File: config.mk
export PLATFORM = sky130hd
export DESIGN_NAME = gps_frame_deframer_fletcher_core_flat
export DESIGN_NICKNAME = d
export VERILOG_FILES = /design/src/hdl/gfd_pkg.sv /design/src/hdl/gfd_if.sv /design/src/hdl/gps_frame_deframer_fletcher_core.sv /design/src/flat_wrapper.sv
export SDC_FILE = /design/constraint.sdc
export NUM_CORES = 1
export LEC_CHECK = 0
export BUFFER_PORTS_ARGS = -buffer_cell sky130_fd_sc_hd__buf_2
export CAP_MARGIN = 20
export CORE_MARGIN = 2
export CORE_UTILIZATION = 38
export CTS_CLUSTER_DIAMETER = 30
export DETAILED_ROUTE_END_ITERATION = 8
export GPL_TIMING_DRIVEN = 0
export PLACE_DENSITY_LB_ADDON = 0.12
export SLEW_MARGIN = 20
export SYNTH_ARGS = -nofsm -noshare
export SYNTH_HDL_FRONTEND = slang
export SYNTH_SLANG_ARGS = --single-unit
File: constraint.sdc
create_clock -name clk -period 7.42 [get_ports clk]
set_input_delay 0.742 -clock clk [delete_from_list [all_inputs] [get_ports clk]]
set_output_delay 0.742 -clock clk [all_outputs]
set_load 0.005 [all_outputs]
File: src/hdl/gfd_pkg.sv
// ----------------------------------------------------------------------------
// gfd_pkg
// Shared constants and types for the sync-header frame deframer with
// two 8-bit running checksums.
// ----------------------------------------------------------------------------
package gfd_pkg;

  localparam int unsigned MAX_PAYLOAD_DEF = 128;

  localparam logic [7:0] SYNC_FIRST  = 8'h55;
  localparam logic [7:0] SYNC_SECOND = 8'hAA;

  typedef enum logic [6:0] {
    PH_HUNT   = 7'b000_0001,
    PH_SYNC2  = 7'b000_0010,
    PH_ID     = 7'b000_0100,
    PH_LEN    = 7'b000_1000,
    PH_PAY    = 7'b001_0000,
    PH_SUM_A  = 7'b010_0000,
    PH_SUM_B  = 7'b100_0000
  } phase_t;

  typedef enum logic [2:0] {
    EV_PAYLOAD    = 3'd0,
    EV_GOOD       = 3'd1,
    EV_FIRST_BAD  = 3'd2,
    EV_SECOND_BAD = 3'd3,
    EV_OVERSIZE   = 3'd4
  } event_kind_t;

endpackage

File: src/hdl/gfd_if.sv
// ----------------------------------------------------------------------------
// gfd_if
// Valid/ready channels of the frame deframer: received bytes in, events out.
// ----------------------------------------------------------------------------
interface gfd_in_if;
  logic       valid;
  logic       ready;
  logic [7:0] rx_byte;

  modport source (output valid, output rx_byte, input ready);
  modport sink   (input valid, input rx_byte, output ready);
endinterface

interface gfd_out_if;
  logic        valid;
  logic        ready;
  logic [2:0]  event_kind;
  logic [7:0]  message_id;
  logic [7:0]  payload_byte;
  logic [7:0]  byte_index;
  logic [7:0]  frame_length;
  logic [31:0] packet_count;
  logic [31:0] error_count;

  modport source (output valid, output event_kind, output message_id, output payload_byte,
                  output byte_index, output frame_length, output packet_count,
                  output error_count, input ready);
  modport sink   (input valid, input event_kind, input message_id, input payload_byte,
                  input byte_index, input frame_length, input packet_count,
                  input error_count, output ready);
endinterface

File: src/hdl/gps_frame_deframer_fletcher_core.sv
// ----------------------------------------------------------------------------
// gps_frame_deframer_fletcher_core
// Hunts for 0x55 0xAA, reads id and length, forwards payload bytes and
// reports the frame verdict from two 8-bit running checksums.
// ----------------------------------------------------------------------------
//  channel   direction  transfer carries
//  in_if     sink       one received byte
//  out_if    source     payload byte event or frame verdict, with counters
//
//  One byte per cycle while out_if.ready stays high; a byte's result goes from
//  the input register into the result register and is on out_if from then on.
//  The input register doubles as a skid stage, so one more byte is taken while
//  a result waits on out_if.ready; with both registers full in_if.ready drops.
//  rst_n is synchronous, active low; it clears phase, sums and counters.
//  Bytes that cause no event leave no result.
// ----------------------------------------------------------------------------
module gps_frame_deframer_fletcher_core #(
  parameter int unsigned MAX_PAYLOAD = gfd_pkg::MAX_PAYLOAD_DEF
) (
  input  logic      clk,
  input  logic      rst_n,
  gfd_in_if.sink    in_if,
  gfd_out_if.source out_if
);
  import gfd_pkg::*;

  localparam logic [7:0] MAX_LEN = 8'(MAX_PAYLOAD);

  logic        s1_valid_r;
  logic [7:0]  byte_r;
  logic        adv;
  logic        step;

  phase_t      phase_r, phase_nxt;
  logic [7:0]  sum_a_r, sum_a_nxt;
  logic [7:0]  sum_b_r, sum_b_nxt;
  logic [7:0]  id_r, id_nxt;
  logic [7:0]  len_r, len_nxt;
  logic [7:0]  rcnt_r, rcnt_nxt;
  logic        skip_r, skip_nxt;
  logic [31:0] good_r, good_nxt;
  logic [31:0] bad_r, bad_nxt;

  logic        emit;
  event_kind_t kind;
  logic [7:0]  pay;
  logic [7:0]  idx;
  logic [7:0]  acc_a;
  logic [7:0]  acc_b;

  logic        out_valid_r;
  logic [2:0]  out_kind_r;
  logic [7:0]  out_id_r;
  logic [7:0]  out_pay_r;
  logic [7:0]  out_idx_r;
  logic [7:0]  out_len_r;
  logic [31:0] out_good_r;
  logic [31:0] out_bad_r;

  assign adv         = !out_valid_r || out_if.ready;
  assign step        = s1_valid_r && adv;
  assign in_if.ready = !s1_valid_r || adv;

  assign acc_a = sum_a_r + byte_r;
  assign acc_b = sum_b_r + acc_a;

  always_comb begin
    phase_nxt = phase_r;
    sum_a_nxt = sum_a_r;
    sum_b_nxt = sum_b_r;
    id_nxt    = id_r;
    len_nxt   = len_r;
    rcnt_nxt  = rcnt_r;
    skip_nxt  = skip_r;
    good_nxt  = good_r;
    bad_nxt   = bad_r;
    emit      = 1'b0;
    kind      = EV_PAYLOAD;
    pay       = 8'd0;
    idx       = 8'd0;
    unique case (phase_r)
      PH_HUNT: begin
        if (byte_r == SYNC_FIRST) begin
          skip_nxt  = 1'b0;
          phase_nxt = PH_SYNC2;
        end
      end
      PH_SYNC2: begin
        phase_nxt = (byte_r == SYNC_SECOND) ? PH_ID : PH_HUNT;
      end
      PH_ID: begin
        sum_a_nxt = byte_r;
        sum_b_nxt = byte_r;
        id_nxt    = byte_r;
        phase_nxt = PH_LEN;
      end
      PH_LEN: begin
        sum_a_nxt = acc_a;
        sum_b_nxt = acc_b;
        len_nxt   = byte_r;
        if (byte_r > MAX_LEN) begin
          bad_nxt   = bad_r + 32'd1;
          phase_nxt = PH_HUNT;
          emit      = 1'b1;
          kind      = EV_OVERSIZE;
        end else begin
          rcnt_nxt  = 8'd0;
          phase_nxt = (byte_r == 8'd0) ? PH_SUM_B : PH_PAY;
        end
      end
      PH_PAY: begin
        sum_a_nxt = acc_a;
        sum_b_nxt = acc_b;
        rcnt_nxt  = rcnt_r + 8'd1;
        if (rcnt_nxt >= len_r) begin
          phase_nxt = PH_SUM_A;
        end
        emit = 1'b1;
        kind = EV_PAYLOAD;
        pay  = byte_r;
        idx  = rcnt_r;
      end
      PH_SUM_A: begin
        phase_nxt = PH_SUM_B;
        if (sum_a_r != byte_r) begin
          skip_nxt = 1'b1;
          bad_nxt  = bad_r + 32'd1;
        end
      end
      PH_SUM_B: begin
        phase_nxt = PH_HUNT;
        emit      = 1'b1;
        if (sum_b_r != byte_r) begin
          bad_nxt = bad_r + 32'd1;
          kind    = EV_SECOND_BAD;
        end else begin
          good_nxt = good_r + 32'd1;
          kind     = skip_r ? EV_FIRST_BAD : EV_GOOD;
        end
      end
      default: begin
        phase_nxt = PH_HUNT;
      end
    endcase
  end

  // input register, also the skid stage
  always_ff @(posedge clk) begin
    if (!rst_n) begin
      s1_valid_r <= 1'b0;
    end else if (in_if.ready) begin
      s1_valid_r <= in_if.valid;
    end
    if (in_if.ready) begin
      byte_r <= in_if.rx_byte;
    end
  end

  // frame state
  always_ff @(posedge clk) begin
    if (!rst_n) begin
      phase_r <= PH_HUNT;
      sum_a_r <= 8'd0;
      sum_b_r <= 8'd0;
      id_r    <= 8'd0;
      len_r   <= 8'd0;
      rcnt_r  <= 8'd0;
      skip_r  <= 1'b0;
      good_r  <= 32'd0;
      bad_r   <= 32'd0;
    end else if (step) begin
      phase_r <= phase_nxt;
      sum_a_r <= sum_a_nxt;
      sum_b_r <= sum_b_nxt;
      id_r    <= id_nxt;
      len_r   <= len_nxt;
      rcnt_r  <= rcnt_nxt;
      skip_r  <= skip_nxt;
      good_r  <= good_nxt;
      bad_r   <= bad_nxt;
    end
  end

  // result register
  always_ff @(posedge clk) begin
    if (!rst_n) begin
      out_valid_r <= 1'b0;
    end else if (adv) begin
      out_valid_r <= step && emit;
    end
    if (step && emit) begin
      out_kind_r <= kind;
      out_id_r   <= id_nxt;
      out_pay_r  <= pay;
      out_idx_r  <= idx;
      out_len_r  <= len_nxt;
      out_good_r <= good_nxt;
      out_bad_r  <= bad_nxt;
    end
  end

  assign out_if.valid        = out_valid_r;
  assign out_if.event_kind   = out_kind_r;
  assign out_if.message_id   = out_id_r;
  assign out_if.payload_byte = out_pay_r;
  assign out_if.byte_index   = out_idx_r;
  assign out_if.frame_length = out_len_r;
  assign out_if.packet_count = out_good_r;
  assign out_if.error_count  = out_bad_r;

endmodule
File: src/flat_wrapper.sv
// flat-port wrapper written by rule: the top's interface ports become plain ports
module gps_frame_deframer_fletcher_core_flat import gfd_pkg::*;
#(
  parameter int unsigned MAX_PAYLOAD = gfd_pkg::MAX_PAYLOAD_DEF
)
  (clk, rst_n, in_if_valid, in_if_rx_byte, in_if_ready, out_if_valid, out_if_event_kind, out_if_message_id, out_if_payload_byte, out_if_byte_index, out_if_frame_length, out_if_packet_count, out_if_error_count, out_if_ready);
  gfd_in_if in_if_i ();
  gfd_out_if out_if_i ();
  input  logic clk;
  input  logic rst_n;
  input wire logic [$bits(in_if_i.valid)-1:0] in_if_valid;
  input wire logic [$bits(in_if_i.rx_byte)-1:0] in_if_rx_byte;
  output wire logic [$bits(in_if_i.ready)-1:0] in_if_ready;
  output wire logic [$bits(out_if_i.valid)-1:0] out_if_valid;
  output wire logic [$bits(out_if_i.event_kind)-1:0] out_if_event_kind;
  output wire logic [$bits(out_if_i.message_id)-1:0] out_if_message_id;
  output wire logic [$bits(out_if_i.payload_byte)-1:0] out_if_payload_byte;
  output wire logic [$bits(out_if_i.byte_index)-1:0] out_if_byte_index;
  output wire logic [$bits(out_if_i.frame_length)-1:0] out_if_frame_length;
  output wire logic [$bits(out_if_i.packet_count)-1:0] out_if_packet_count;
  output wire logic [$bits(out_if_i.error_count)-1:0] out_if_error_count;
  input wire logic [$bits(out_if_i.ready)-1:0] out_if_ready;
  assign in_if_i.valid = in_if_valid;
  assign in_if_i.rx_byte = in_if_rx_byte;
  assign in_if_ready = in_if_i.ready;
  assign out_if_valid = out_if_i.valid;
  assign out_if_event_kind = out_if_i.event_kind;
  assign out_if_message_id = out_if_i.message_id;
  assign out_if_payload_byte = out_if_i.payload_byte;
  assign out_if_byte_index = out_if_i.byte_index;
  assign out_if_frame_length = out_if_i.frame_length;
  assign out_if_packet_count = out_if_i.packet_count;
  assign out_if_error_count = out_if_i.error_count;
  assign out_if_i.ready = out_if_ready;
  gps_frame_deframer_fletcher_core #(.MAX_PAYLOAD(MAX_PAYLOAD)) u_core (.clk(clk), .rst_n(rst_n), .in_if(in_if_i), .out_if(out_if_i));
endmodule
# Word level (Yosys, flattened, before mapping)
# Cells that the tools add are included.
[totals]
elab_cells = 84
regBits = 221
input_bits = 12
out_inout_bits = 101
[op_classes]
n_lt_le_gt_ge = 2
n_reduce_logical = 16
mux = 27
addsub = 5
eq_ne = 15
[ops]
columns = ["cell", "n"]
rows = [
  ["two-way mux 32 bit", 5],
  ["case mux 32 bit (3 select lines)", 1],
  ["adder 32 x 1 -> 32 bit (second input constant)", 2],
  ["case mux 8 bit (2 select lines)", 3],
  ["case mux 7 bit (6 select lines)", 1],
  ["two-way mux 7 bit", 4],
  ["two-way mux 8 bit", 3],
  ["adder 8 bit", 2],
  ["inequality test 8 bit", 2],
  ["two-way mux 3 bit", 3],
  ["adder 8 x 1 -> 8 bit (second input constant)", 1],
  ["== test 8 x 7 -> 1 bit (second input constant)", 1],
  ["== test 8 bit (second input constant)", 1],
  [">= comparator 8 bit", 1],
  ["greater-than comparator 8 bit (second input constant)", 1],
  ["logical NOT 8 bit", 1],
  ["== test 7 x 1 -> 1 bit (second input constant)", 1],
  ["== test 7 x 2 -> 1 bit (second input constant)", 1],
  ["== test 7 x 3 -> 1 bit (second input constant)", 1],
  ["== test 7 x 4 -> 1 bit (second input constant)", 1],
  ["== test 7 x 5 -> 1 bit (second input constant)", 1],
  ["== test 7 x 6 -> 1 bit (second input constant)", 1],
  ["== test 7 bit (second input constant)", 1],
  ["inequality test 2 x 1 -> 1 bit (second input constant)", 3],
  ["13 further kinds", 23],
]

# Logic depth before layout (Yosys ltp)
[logic_depth]
depth_word = 4
mapped_depth = 15
mapped_depth_nobuf = 15

# Worst setup path after synthesis
# OpenSTA, ideal clock, no wires.
[synth_timing]
path_type = "reg2reg"
from = "register u_core.phase_r[4]"
to = "register u_core.out_idx_r[0] (netlist: u_core.out_if.byte_index[0]) (enable)"
path_stages_with_launch = 8
setup_ps = 591
path_buffers = 2
t_arrival_ps = 6193
required_ps = 6829
period_less_slack_ps = 6784
slack_ps = 636
path_cell_list = "dfxtp_1 buf_2 nor4_1 and2_1 clkbuf_1 nand2_1 a21o_1 a21oi_1"
[synth_via]
elab_chain_len = 4
word_cells_on_any_way = 6
classes_between = "eq/ne: 3; mux: 1; reduce/logical: 2"
[synth_rtl]
columns = ["item", "line", "text"]
rows = [
  ["start: declaration", "gps_frame_deframer_fletcher_core.sv:34", "phase_t phase_r, phase_nxt;"],
  ["start signal: assignment", "gps_frame_deframer_fletcher_core.sv:172", "phase_r <= phase_nxt;"],
  ["== test 7 x 5 -> 1 bit or == test 7 bit (tied branches)", "gps_frame_deframer_fletcher_core.sv:81", "unique case (phase_r)"],
  ["OR reduction 2 bit (no line)", "-", ""],
  ["case mux 1 bit (2 select lines) *", "gps_frame_deframer_fletcher_core.sv:81", ""],
  ["logical AND 1 bit *", "gps_frame_deframer_fletcher_core.sv:191", "if (step && emit) begin"],
  ["end signal: assignment", "gps_frame_deframer_fletcher_core.sv:195", "out_idx_r <= idx;"],
  ["end: declaration", "gps_frame_deframer_fletcher_core.sv:55", "logic [7:0] out_idx_r;"],
]
# Mark *: on every way between the ends. The rest lies on a longest branch, timed or not.
# A chain may end at the register's enable or synchronous reset.

# Final worst setup path
[layout_timing]
from = "register u_core.byte_r[0]"
to = "register u_core.sum_b_r[7]"
[layout_via]
elab_chain_len = 3
[layout_rtl]
columns = ["item", "line", "text"]
rows = [
  ["start: declaration", "gps_frame_deframer_fletcher_core.sv:30", "logic [7:0] byte_r;"],
  ["start signal: assignment", "gps_frame_deframer_fletcher_core.sv:155", "byte_r <= in_if.rx_byte;"],
  ["adder 8 bit", "gps_frame_deframer_fletcher_core.sv:64", "assign acc_a = sum_a_r + byte_r;"],
  ["adder 8 bit", "gps_frame_deframer_fletcher_core.sv:65", "assign acc_b = sum_b_r + acc_a;"],
  ["case mux 8 bit (2 select lines)", "gps_frame_deframer_fletcher_core.sv:81", ""],
  ["end signal: assignment", "gps_frame_deframer_fletcher_core.sv:174", "sum_b_r <= sum_b_nxt;"],
  ["end: declaration", "gps_frame_deframer_fletcher_core.sv:36", "logic [7:0] sum_b_r, sum_b_nxt;"],
]
# Every way passes these cells.

==> out/qor.yml <==
run_status:
  status: "finished clean"
grt:
  grt_max_degree: 22
  antenna_found_initial: 0
  grt_pass1_wl_mm: 43.4
  grt_pass1_vias: 8022
  grt_remaining_overflow: 0
  track_usage_pct: 19.1
placed_design:
  pre_cts_ws_ps: 3800
  io_buffers: 112
  hpwlAfterDp_mm: 19.1
  place_inst: 1553
  gp_congestion: 0.871
  place_area_um2: 11700
floorplanning:
  die_area_um2: 29100
  rows: 61
  core_um2: 27600
  ios: 113
  die_y_um: 171
  fp.dieW_um: 171
  initial_core_util_pct: 38.3
clock_network:
  clk_latency_ps: 540
  path_clk_slew_ps: 40
  cts_hold_buf: 0
  cts_tree: "done"
  post_cts_resize_count: 0
  cts_sinks: 221
  cts_buffer_depth: 3
  cts_buffers: 51
  clock-root-buffer: "clkbuf_16"
  cts.htree.levels: 2
  cts_setup_buffers: 0
final_layout:
  final_cell_area_um2: 13500
  drive_gt1_share_pct: 19.0
  n_antenna_cell: 0
  fin_nets: 1268
  final_util_pct: 49.1
  area_growth_syn_to_layout_pct: 28.1
  fillers: 2588
  final_cells: 1649
routing:
  ant_nets: 0
  post-route-drc-count: 0
  wl_met1_mm: 13.5
  routedWlPerCell_um: 16.7
  firstDrtPassIters: 4
  num_vias: 8231
  routed_wl_mm: 27.5
  top_layer: "met4"
  wl_met3_mm: 1.26
  dr.first_iter.drc_count: 433
  wl_met2_mm: 12.4
  vias_per_cell: 4.99
sta:
  finalHoldViolations: 0
  final.min_clock_period_ps: 3640
  finalMaxSlewViolations: 0
  worst_pin_slew_ps: 802
  slew_headroom_pct: 46.4
  min_period_over_period_pct: 49.1
  setup_viol: 0
  skew_ps: 25.3
  setup_ws_ps: 3780
  grt_setup_unrepaired: "no"
  max_freq_ghz: 0.274
  tns_ps: 0
  fin_hold_ws_ps: 390
min_path:
  hold_class: "in -> reg"
pwr:
  irDropWorstVdd_uv: 156
  finalPower_mw: 3.66
  p_per_area_nw_per_um2: 271
  power_leakage_nw: 4.88
yosys:
  netlist.area_leader.share_pct: 30.4
  synthFlopType: "dfxtp_1"
  synth_cell_types: 60
  syn_avg_cell_area_um2: 9.98
  synth.area.top_cells: "edfxtp_1 (30%), dfxtp_1 (22%), xnor2_1 (6.5%)"
  synth-edff-count: 107
  synth_area_leader_cell: "edfxtp_1"
  ys_async_sr_fraction_pct: 0
  syn_nets: 1098
  yosysWarningCount: 0
  syn_area_um2: 10600
  synthCells: 1058
  yosysSeqAreaShare_pct: 52.0
  ys_seq_elements: 221
setup_path:
  critPathLaunchType: "flip-flop"
  cpMostUsedCell: "xnor2_1"
  critPathMaxFanout: 8
  path_cells: "ha_1 -> fa_1 -> a21o_1 -> a21oi_1 -> xnor2_1 -> ha_1 -> nand3_1 -> o211ai_1 -> o41ai_1 -> xnor2_1 -> xnor2_1 -> nand3_1 -> a21oi_1"
  max_stage_delay_ps: 580
  critPathArrivalTime_ps: 4090
  cp-end-kind: "flip-flop"
  slowest_stage: "edfxtp_1"
  cp_top_family: "compound AO/OA/AOI/OAI gates"
  crit_required_ps: 7870
  critPathKind: "reg -> reg"
  cp.buffers_inverters: 0
run:
  cap_viol_max_count: 0
## final cells by class
class / instances / area [um2] / share of cell area, %
Inverter: 21 / 78.8 / 0.583
Buffer: 48 / 204 / 1.51
Clock buffer: 66 / 1430 / 10.5
Multi-Input combinational cell: 768 / 4790 / 35.4
Clock inverter: 30 / 360 / 2.66
Timing Repair Buffer: 117 / 698 / 5.16
Tap cell: 378 / 473 / 3.50
Sequential cell: 221 / 5500 / 40.6
## cells by family (layout without fill, tap and decap cells)
kind of cell / Yosys count / after routing / share of synthesized area (%)
adder cells (fa/ha/maj): 28 / 28 / 3.46
XOR/XNOR: 143 / 143 / 11.9
buffers and inverters: 69 / 282 / 2.68
AND/OR/NAND/NOR: 433 / 433 / 20.5
AO/OA/AOI/OAI: 155 / 155 / 8.52
flip-flops: 221 / 221 / 52.0
multiplexers: 9 / 9 / 0.948
## cells in the final DEF, fill, tap and decap left out, drive strengths merged, types with 21 or more instances in the layout
cell,synthesis,layout
nor2,130,130
nand2,104,104
dfxtp,114,114
clkbuf,34,100
a21oi,59,59
xnor2,78,78
buf,14,131
xor2,65,65
o21ai,51,51
edfxtp,107,107
nand3,50,50
and2,21,21
ha,26,26
inv,21,22
nor3,39,39
## state kept, by name (all words and copies together) (netlist names)
name	cells
u_core.phase_r	7
u_core.out_if.byte_index	8
u_core.out_if.valid	1
u_core.out_if.error_count	32
u_core.out_if.payload_byte	8
u_core.out_if.packet_count	32
u_core.out_if.frame_length	8
u_core.s1_valid_r	1
u_core.id_r	8
u_core.sum_a_r	8
u_core.bad_r	32
u_core.len_r	8
u_core.skip_r	1
u_core.out_if.message_id	8
u_core.good_r	32
u_core.out_if.event_kind	3
u_core.byte_r	8
u_core.rcnt_r	8
u_core.sum_b_r	8
## routing by layer
layer / global-route usage [%] / vias up
li1: - / 4092
met1: 26.1 / 3927
met2: 30.3 / 173
met3: 4.09 / 39
met4: 6.24 / 0
met5: 0 / -
## synth_stat cells, types with 3 or more instances
cell      count
xor2_1       65
clkbuf_1     34
or3_1        13
and4_1        4
and2_1       21
nand3b_1      4
dfxtp_1     114
a211oi_1      7
buf_2        10
xnor2_1      78
nor4_1        8
o211ai_1      6
o21bai_1      3
a22oi_1       3
nand3_1      47
nor3_1       34
nor3b_1       3
inv_1        21
nand4b_1      4
nor2_1      130
a21oi_1      59
nand2_1     104
a31oi_1       7
nor3_2        5
nand4_1      17
a21o_1        5
nor4_2        6
mux2_2        8
ha_1         26
and3_1       19
edfxtp_1    107
o21ai_0      51
## path summary, 6_finish.rpt
path / from / end / slack, ps / cells past startpoint
worst max-delay path: u_core.byte_r[0] / u_core.sum_b_r[7] / 3780 / 13
worst min-delay path: in_if_rx_byte[0] / u_core.byte_r[0] / 390 / 1
worst max register to register: u_core.byte_r[0] / u_core.sum_b_r[7] / 3780 / 13
worst min register to register: u_core.id_r[5] / u_core.id_r[5] / 450 / 2
## power by group
group	switching, mW	leakage, nW	internal, mW
sequential	0.0119	1.78	1.28
combinational	0.0589	2.25	0.0263
clock	0.692	0.853	1.59
total	0.763	4.88	2.90
Note: power is estimated with default switching activity, not from simulation.
